==> src/rtl/skx_pkg.sv <==
// ----------------------------------------------------------------------------
// skx_pkg
// shared types and constants for the splitmix64 keystream xor cipher
// ----------------------------------------------------------------------------
package skx_pkg;

  localparam logic [63:0] GOLDEN_INC = 64'h9E3779B97F4A7C15;
  localparam logic [63:0] MIX_MUL_A  = 64'hBF58476D1CE4E5B9;
  localparam logic [63:0] MIX_MUL_B  = 64'h94D049BB133111EB;
  localparam int unsigned SHIFT_1    = 30;
  localparam int unsigned SHIFT_2    = 27;
  localparam int unsigned SHIFT_3    = 31;

  // input transaction
  typedef struct packed {
    logic [7:0] cipher_byte;
    logic       last_of_message;
  } in_t;

  // output transaction
  typedef struct packed {
    logic [7:0] plain_byte;
    logic [7:0] key_byte;
    logic       last_out;
  } out_t;

  // classified byte, front to back
  typedef struct packed {
    logic [7:0] cipher_byte;
    logic       last;
    logic       load_seed;
    logic       new_word;
    logic [2:0] pos;
  } job_t;

  // back to mixer
  typedef struct packed {
    logic start;
    logic load_seed;
  } mix_req_t;

  // mixer to back
  typedef struct packed {
    logic        busy;
    logic        done;
    logic [63:0] word;
  } mix_rsp_t;

  typedef enum logic [2:0] {
    MIX_IDLE,
    MIX_MLO,
    MIX_MH1,
    MIX_MH2,
    MIX_XS,
    MIX_FIN
  } mix_state_e;

endpackage

==> src/rtl/skx_front.sv <==
// ----------------------------------------------------------------------------
// skx_front
// accepts bytes and tags them with message start, word start and position
// ----------------------------------------------------------------------------
module skx_front (
  input  logic           clk_i,
  input  logic           rst_ni,
  input  logic           in_valid_i,
  input  skx_pkg::in_t   in_data_i,
  output logic           in_ready_o,
  input  logic           q_full_i,
  output logic           push_o,
  output skx_pkg::job_t  job_o
);
  import skx_pkg::*;

  logic       msg_start_q, msg_start_d;
  logic [2:0] pos_q, pos_d;

  assign in_ready_o = ~q_full_i;
  assign push_o     = in_valid_i & ~q_full_i;

  always_comb begin
    job_o.cipher_byte = in_data_i.cipher_byte;
    job_o.last        = in_data_i.last_of_message;
    job_o.load_seed   = msg_start_q;
    job_o.pos         = msg_start_q ? 3'd0 : pos_q;
    job_o.new_word    = msg_start_q | (pos_q == 3'd0);
    pos_d             = pos_q;
    msg_start_d       = msg_start_q;
    if (push_o) begin
      pos_d       = job_o.pos + 3'd1;
      msg_start_d = in_data_i.last_of_message;
    end
  end

  always_ff @(posedge clk_i or negedge rst_ni) begin
    if (!rst_ni) begin
      msg_start_q <= 1'b1;
      pos_q       <= 3'd0;
    end else begin
      msg_start_q <= msg_start_d;
      pos_q       <= pos_d;
    end
  end

endmodule

==> src/rtl/skx_queue.sv <==
// ----------------------------------------------------------------------------
// skx_queue
// short fifo of classified bytes between front and back
// ----------------------------------------------------------------------------
module skx_queue #(
  parameter int unsigned Depth = 2
) (
  input  logic           clk_i,
  input  logic           rst_ni,
  input  logic           push_i,
  input  skx_pkg::job_t  job_i,
  output logic           full_o,
  input  logic           pop_i,
  output logic           valid_o,
  output skx_pkg::job_t  head_o
);
  import skx_pkg::*;

  localparam int unsigned PtrW = (Depth > 1) ? $clog2(Depth) : 1;
  localparam int unsigned CntW = $clog2(Depth + 1);
  localparam logic [PtrW-1:0] LastPtr = PtrW'(Depth - 1);

  job_t            mem_q [Depth];
  logic [PtrW-1:0] wr_ptr_q, wr_ptr_d, rd_ptr_q, rd_ptr_d;
  logic [CntW-1:0] cnt_q, cnt_d;

  assign full_o  = (cnt_q == CntW'(Depth));
  assign valid_o = (cnt_q != '0);
  assign head_o  = mem_q[rd_ptr_q];

  always_comb begin
    wr_ptr_d = wr_ptr_q;
    rd_ptr_d = rd_ptr_q;
    cnt_d    = cnt_q;
    if (push_i) begin
      wr_ptr_d = (wr_ptr_q == LastPtr) ? '0 : wr_ptr_q + PtrW'(1);
    end
    if (pop_i) begin
      rd_ptr_d = (rd_ptr_q == LastPtr) ? '0 : rd_ptr_q + PtrW'(1);
    end
    if (push_i && !pop_i) begin
      cnt_d = cnt_q + CntW'(1);
    end else if (pop_i && !push_i) begin
      cnt_d = cnt_q - CntW'(1);
    end
  end

  always_ff @(posedge clk_i) begin
    if (push_i) begin
      mem_q[wr_ptr_q] <= job_i;
    end
  end

  always_ff @(posedge clk_i or negedge rst_ni) begin
    if (!rst_ni) begin
      wr_ptr_q <= '0;
      rd_ptr_q <= '0;
      cnt_q    <= '0;
    end else begin
      wr_ptr_q <= wr_ptr_d;
      rd_ptr_q <= rd_ptr_d;
      cnt_q    <= cnt_d;
    end
  end

endmodule

==> src/rtl/skx_mixer.sv <==
// ----------------------------------------------------------------------------
// skx_mixer
// splitmix64 generator: advance, then two 64-bit multiplies on one 32x32 unit
// ----------------------------------------------------------------------------
module skx_mixer (
  input  logic              clk_i,
  input  logic              rst_ni,
  input  logic [63:0]       seed_i,
  input  skx_pkg::mix_req_t req_i,
  output skx_pkg::mix_rsp_t rsp_o
);
  import skx_pkg::*;

  mix_state_e  state_q, state_d;
  logic        round_q;
  logic [63:0] gen_q;
  logic [63:0] x_q;
  logic [63:0] acc_q;
  logic [63:0] adv;
  logic [63:0] cst;
  logic [31:0] mul_a, mul_b;
  logic [63:0] prod;

  assign adv  = (req_i.load_seed ? seed_i : gen_q) + GOLDEN_INC;
  assign cst  = round_q ? MIX_MUL_B : MIX_MUL_A;
  assign prod = 64'(mul_a) * 64'(mul_b);

  // next state
  always_comb begin
    state_d = state_q;
    case (state_q)
      MIX_IDLE: if (req_i.start) state_d = MIX_MLO;
      MIX_MLO:  state_d = MIX_MH1;
      MIX_MH1:  state_d = MIX_MH2;
      MIX_MH2:  state_d = round_q ? MIX_FIN : MIX_XS;
      MIX_XS:   state_d = MIX_MLO;
      MIX_FIN:  state_d = MIX_IDLE;
      default:  state_d = MIX_IDLE;
    endcase
  end

  // outputs and multiplier operand select
  always_comb begin
    mul_a      = x_q[31:0];
    mul_b      = cst[31:0];
    rsp_o.busy = (state_q != MIX_IDLE);
    rsp_o.done = 1'b0;
    rsp_o.word = acc_q ^ (acc_q >> SHIFT_3);
    case (state_q)
      MIX_MH1: mul_b = cst[63:32];
      MIX_MH2: mul_a = x_q[63:32];
      MIX_FIN: rsp_o.done = 1'b1;
      default: ;
    endcase
  end

  always_ff @(posedge clk_i) begin
    case (state_q)
      MIX_IDLE: if (req_i.start) x_q <= adv ^ (adv >> SHIFT_1);
      MIX_MLO:  acc_q <= prod;
      MIX_MH1,
      MIX_MH2:  acc_q[63:32] <= acc_q[63:32] + prod[31:0];
      MIX_XS:   x_q <= acc_q ^ (acc_q >> SHIFT_2);
      default: ;
    endcase
  end

  always_ff @(posedge clk_i or negedge rst_ni) begin
    if (!rst_ni) begin
      state_q <= MIX_IDLE;
      round_q <= 1'b0;
      gen_q   <= '0;
    end else begin
      state_q <= state_d;
      if (state_q == MIX_IDLE && req_i.start) begin
        gen_q   <= adv;
        round_q <= 1'b0;
      end else if (state_q == MIX_XS) begin
        round_q <= 1'b1;
      end
    end
  end

endmodule

==> src/rtl/skx_back.sv <==
// ----------------------------------------------------------------------------
// skx_back
// draws keystream words, xors bytes and holds the output register
// ----------------------------------------------------------------------------
module skx_back (
  input  logic              clk_i,
  input  logic              rst_ni,
  input  logic              head_valid_i,
  input  skx_pkg::job_t     head_i,
  output logic              pop_o,
  output skx_pkg::mix_req_t mix_req_o,
  input  skx_pkg::mix_rsp_t mix_rsp_i,
  output logic              out_valid_o,
  output skx_pkg::out_t     out_data_o,
  input  logic              out_ready_i
);
  import skx_pkg::*;

  logic [63:0] key_word_q;
  logic        word_ok_q;
  logic        out_valid_q;
  out_t        out_q;
  logic [7:0]  kb;
  logic        have_key;

  assign have_key = ~head_i.new_word | word_ok_q;
  assign kb       = key_word_q[{head_i.pos, 3'b000} +: 8];

  assign mix_req_o.start     = head_valid_i & head_i.new_word & ~word_ok_q & ~mix_rsp_i.busy;
  assign mix_req_o.load_seed = head_i.load_seed;

  assign pop_o       = head_valid_i & have_key & (~out_valid_q | out_ready_i);
  assign out_valid_o = out_valid_q;
  assign out_data_o  = out_q;

  always_ff @(posedge clk_i) begin
    if (mix_rsp_i.done) begin
      key_word_q <= mix_rsp_i.word;
    end
    if (pop_o) begin
      out_q.plain_byte <= head_i.cipher_byte ^ kb;
      out_q.key_byte   <= kb;
      out_q.last_out   <= head_i.last;
    end
  end

  always_ff @(posedge clk_i or negedge rst_ni) begin
    if (!rst_ni) begin
      word_ok_q   <= 1'b0;
      out_valid_q <= 1'b0;
    end else begin
      if (mix_rsp_i.done) begin
        word_ok_q <= 1'b1;
      end else if (pop_o) begin
        word_ok_q <= 1'b0;
      end
      if (pop_o) begin
        out_valid_q <= 1'b1;
      end else if (out_ready_i) begin
        out_valid_q <= 1'b0;
      end
    end
  end

endmodule

==> src/rtl/splitmix_keystream_xor.sv <==
// timing: a byte that opens a keystream word waits at the queue head while the mixer draws
//   the word on the shared 32x32 multiplier; other bytes go from the queue head to the output register
// throughput: set by the mixer, drawing one word per 8 bytes when a word-opening byte heads
//   the queue; the 7 bytes that reuse a word pass at one per cycle unless the output stalls
// reset: async active low; seed 0, generator state 0, next byte starts a message
// ----------------------------------------------------------------------------
// splitmix_keystream_xor
// byte stream cipher xoring data with a splitmix64 keystream
// ----------------------------------------------------------------------------
module splitmix_keystream_xor #(
  parameter int unsigned QueueDepth = 2
) (
  input  logic          clk_i,
  input  logic          rst_ni,
  // configuration: seed register
  input  logic          cfg_we_i,
  input  logic [63:0]   cfg_wdata_i,
  // input transactions
  input  logic          in_valid_i,
  output logic          in_ready_o,
  input  skx_pkg::in_t  in_data_i,
  // output transactions
  output logic          out_valid_o,
  input  logic          out_ready_i,
  output skx_pkg::out_t out_data_o
);
  import skx_pkg::*;

  // seed, sampled by the mixer when a message starts
  logic [63:0] seed_q;

  // front to queue
  logic        push;
  job_t        job_in;
  logic        q_full;

  // queue to back
  logic        q_valid;
  logic        pop;
  job_t        head;

  // back to mixer
  mix_req_t    mix_req;
  mix_rsp_t    mix_rsp;

  always_ff @(posedge clk_i or negedge rst_ni) begin
    if (!rst_ni) begin
      seed_q <= '0;
    end else if (cfg_we_i) begin
      seed_q <= cfg_wdata_i;
    end
  end

  // front: tags each transaction with message start, word start and byte position
  skx_front u_front (
    .clk_i      (clk_i),
    .rst_ni     (rst_ni),
    .in_valid_i (in_valid_i),
    .in_data_i  (in_data_i),
    .in_ready_o (in_ready_o),
    .q_full_i   (q_full),
    .push_o     (push),
    .job_o      (job_in)
  );

  // decouples the front from the mixer stalls
  skx_queue #(
    .Depth (QueueDepth)
  ) u_queue (
    .clk_i   (clk_i),
    .rst_ni  (rst_ni),
    .push_i  (push),
    .job_i   (job_in),
    .full_o  (q_full),
    .pop_i   (pop),
    .valid_o (q_valid),
    .head_o  (head)
  );

  // keystream word generator, one word per request
  skx_mixer u_mixer (
    .clk_i  (clk_i),
    .rst_ni (rst_ni),
    .seed_i (seed_q),
    .req_i  (mix_req),
    .rsp_o  (mix_rsp)
  );

  // back: waits for the word where needed, xors, drives the output register
  skx_back u_back (
    .clk_i        (clk_i),
    .rst_ni       (rst_ni),
    .head_valid_i (q_valid),
    .head_i       (head),
    .pop_o        (pop),
    .mix_req_o    (mix_req),
    .mix_rsp_i    (mix_rsp),
    .out_valid_o  (out_valid_o),
    .out_data_o   (out_data_o),
    .out_ready_i  (out_ready_i)
  );

endmodule
==> config.mk <==
export PLATFORM = sky130hd
export DESIGN_NAME = splitmix_keystream_xor
export DESIGN_NICKNAME = d
export VERILOG_FILES = /design/src/rtl/skx_pkg.sv /design/src/rtl/skx_front.sv /design/src/rtl/skx_queue.sv /design/src/rtl/skx_mixer.sv /design/src/rtl/skx_back.sv /design/src/rtl/splitmix_keystream_xor.sv
export SDC_FILE = /design/constraint.sdc
export NUM_CORES = 2
export LEC_CHECK = 0
export BUFFER_PORTS_ARGS = -buffer_cell sky130_fd_sc_hd__buf_2
export CORE_MARGIN = 1
export CORE_UTILIZATION = 45
export DETAILED_ROUTE_END_ITERATION = 16
export HOLD_SLACK_MARGIN = 0.05
export PLACE_DENSITY = 0.64
export SETUP_SLACK_MARGIN = 0.4
export SYNTH_ARGS = -nofsm -noshare
export SYNTH_HDL_FRONTEND = slang
export SYNTH_HIERARCHICAL = 1
export SYNTH_SLANG_ARGS = --single-unit
==> constraint.sdc <==
create_clock -name clk_i -period 25.3 [get_ports clk_i]
set_input_delay 1.265 -clock clk_i [delete_from_list [all_inputs] [get_ports clk_i]]
set_output_delay 1.265 -clock clk_i [all_outputs]
set_load 0.02 [all_outputs]
==> metrics.cfg <==
[cells_and_area]
drive_gt1_share_pct=8.86
area.growth.synth_to_final_pct=5.48
nets=6195

[cts]
cts_tree=built
numCtsBuffers=38
worstSkewPairLatency_ns=0.55
path_clk_slew_ns=0.07
cts-resized-gates=0
cts_htree_levels=2
postCtsSetupBuffers=0
max-clock-path-buffers=3
cts_root_buffer=clkbuf_16
hold_buffers=0
clock-sinks=379

[die]
fp.dieW_um=339
rows=123
die_height_um=339
pin_count=97
dieArea_um2=115000
coreArea_um2=112000
initial_core_util_pct=45.3

[timing]
slew_viol_final=0
fin_crit_ns=11.68
max_freq_mhz=85.6
fin_tns_setup_ns=0
finalSetupViolations=0
slew_headroom_pct=25.4
fin_crit_sh_pct=46.2
rsz0062_at_grt=false
tightest_slew_ns=1.11
fin_skew_ns=0.0149
hold-worst-slack_ns=0.485
hold_viol_final=0

[yosys]
ys_top_cells_by_area=fa_1 32%, edfxtp_1 14%, ha_1 9.1%
netlist_area_um2=51000
synth_seq_area_share_pct=20.9
synth_top_family_by_area=adder cells
synth-async-reset-ratio_pct=37.5
syn_avg_cell_area_um2=10.3
yosysWarnings=6
postSynthCellCount=4950
synth_seq_cells=379
synth_mux_area_share_pct=5.02
synth_top_area_share_pct=32.3
syn-num-nets=6220
ys_types=105
synth-adder-area-share_pct=41.3
synth_compound_area_share_pct=8.34
yosys.area_share.simple_pct=10.2
synthXorXnorAreaFrac_pct=4.74
synth_edf_count=237
ys.flop_type=edfxtp_1
synth_top_area_cell=fa_1

[routing]
vias_per_cell=5.56
drtIter0Drc=3689
vias=35900
avgRoutedWirePerCell_um=24.7
drt_pre_antenna_iters=5
wl_um=160000
drc_errors=0
antenna_left=0

[setup_path]
crit_required_ns=25.65
path_max_fanout=36
critPathCaptureType=flop
crit_type=flop to flop
arrival_ns=12.04
crit_family=adder cells
path_buf_inv=8
setup.worst_path.start_class=flop
critical_path.most_common_cell=fa_1
slowest_delay_ns=0.57
crit_path_top_delay_cell=nor2b_1

[global_route]
grt_first_pass_wirelength_um=239000
grt_pass1_vias=36600
track_usage_pct=28.1
grt_start_max_net_pins=97
overflow=0
antenna_found_initial=2

[run_status]
status=complete, no violations

[place]
io_buffers=96
gp_congestion=1.02
dpl.hpwl_um=134000

[flow_run]
max_cap_viol_count=0

[min_path]
hold_class=flop to flop

[sequential cells by signal, summed over array words and instances (netlist names)]
register,count
seed_q,64
u_back/key_word_q,64
u_back/out_data_o,17
u_back/out_valid_o,1
u_back/word_ok_q,1
u_front/msg_start_q,1
u_front/pos_q,3
u_mixer/acc_q,64
u_mixer/gen_q,64
u_mixer/round_q,1
u_mixer/state_q,3
u_mixer/x_q,64
u_queue/cnt_q,2
u_queue/mem_q,28
u_queue/rd_ptr_q,1
u_queue/wr_ptr_q,1
[final timing paths]
| kind | slack [ns] | to | depth (start not counted) | startpoint |
|---|---|---|---|---|
| hold / removal | 0.48 | u_mixer/gen_q[52] | 2 | u_mixer/gen_q[52] |
| setup reg to reg | 13.62 | u_mixer/acc_q[57] | 35 | u_mixer/state_q[1] |
| min in group asynchronous | 0.73 | seed_q[24] | 1 | rst_ni |
| max in group asynchronous | 23.17 | u_queue/wr_ptr_q | 2 | rst_ni |
| setup / recovery | 13.62 | u_mixer/acc_q[57] | 35 | u_mixer/state_q[1] |
| hold reg to reg | 0.48 | u_mixer/gen_q[52] | 2 | u_mixer/gen_q[52] |
[routing by layer]
| metal | global-route usage [%] | vias up | share of wire (%) |
|---|---|---|---|
| met3 | 5.06 | 271 | 8.7 |
| met1 | 39.4 | 18200 | 42 |
| met4 | 9.32 | 0 | 4.0 |
| li1 | - | 15800 | - |
| met5 | 0 | - | 0 |
| met2 | 44.1 | 1638 | 45 |
[metrics by stage]
stage                     instance area, µm²  setup WS (ns)  instances  util [%]
after floorplan                        51000          15.20       4950         -
after global placement                 52600          14.02       6385      46.8
after detailed placement               52600          13.83       6385      46.8
after CTS                              53800          13.79       6455      47.8
after global routing                   53800          13.10       6455      47.8
final                                  53800          13.62       6457      47.8
[layout make-up]
cell class | count | area, µm²
Fill cell | 10500 | 58700
Multi-Input combinational cell | 3390 | 35600
Sequential cell | 379 | 10700
Inverter | 971 | 3640
Tap cell | 1500 | 1880
Clock buffer | 54 | 1040
Timing Repair Buffer | 145 | 857
Clock inverter | 16 | 114
Antenna cell | 2 | 5.00
[synth_stat cells (all sizes together), types with 6 or more instances]
cell and number:
fa 822, o21ai 188, or3b 7, nand2b 62, edfxtp 237, a221oi 11
a2111oi 6, or2 58, nand4 16, nor3b 6, nor3 34, nor2 282
inv 968, or3 16, nand2 288, o31ai 12, o21bai 17, mux2i 91
nor4 7, and2 92, a31oi 21, mux2 123, buf 78, nand3 39
and3 17, nand3b 12, a21boi 8, xor2 143, o2111ai 8, o211ai 13
o21a 15, nor2b 83, a211o 6, o22ai 18, xnor2 122, a21o 70
clkbuf 132, dfrtp 141, a211oi 27, a21oi 189, ha 370
[worst reg2reg max path: cells and delay by family (launching register included)]
family                   cells  cell delay, ns
flip-flops                   1            0.50
XOR/XNOR                     2            0.59
AND/OR/NAND/NOR              8            2.52
AO/OA/AOI/OAI                6            1.37
adder cells (fa/ha/maj)     11            5.00
buffers and inverters        8            1.53
[kinds of logic (layout without fill, tap and decap cells)]
family | count (synthesis) | count (layout)
adders and majority gates | 1192 | 1192
buffers and inverters | 1181 | 1186
and+or+nand+nor | 1049 | 1049
AOI/OAI and AO/OA | 666 | 666
DFF | 379 | 379
xor gates and xnor gates | 269 | 269
muxes | 214 | 214
other | 0 | 2
[cell usage in the layout (no fill, tap or decap), types with 16 or more instances in the layout]
cell type / synthesis / final
o21ai_0: 172 / 172
or2_2: 56 / 56
a21o_1: 70 / 70
fa_1: 822 / 822
a21oi_1: 186 / 186
a31oi_1: 21 / 21
o22ai_1: 18 / 18
ha_1: 370 / 367
nor2b_1: 81 / 79
mux2_2: 53 / 53
dfrtp_1: 141 / 141
buf_4: 44 / 50
mux2i_1: 90 / 85
nor3_1: 34 / 34
xor2_1: 143 / 143
mux2_4: 70 / 69
and2_1: 91 / 90
o21ai_1: 16 / 16
buf_2: 15 / 94
o21bai_1: 17 / 17
edfxtp_1: 237 / 237
xnor2_1: 121 / 121
and3_1: 17 / 17
clkbuf_16: 0 / 39
nand2b_1: 61 / 60
nor2_1: 281 / 280
nand4_1: 16 / 16
nand3_1: 38 / 38
nand2_1: 288 / 286
a211oi_1: 23 / 23
inv_1: 967 / 967
Power is left out: the tool's default activity adds up to more than one toggle a clock period on the data nets, which glitch-free logic cannot reach.
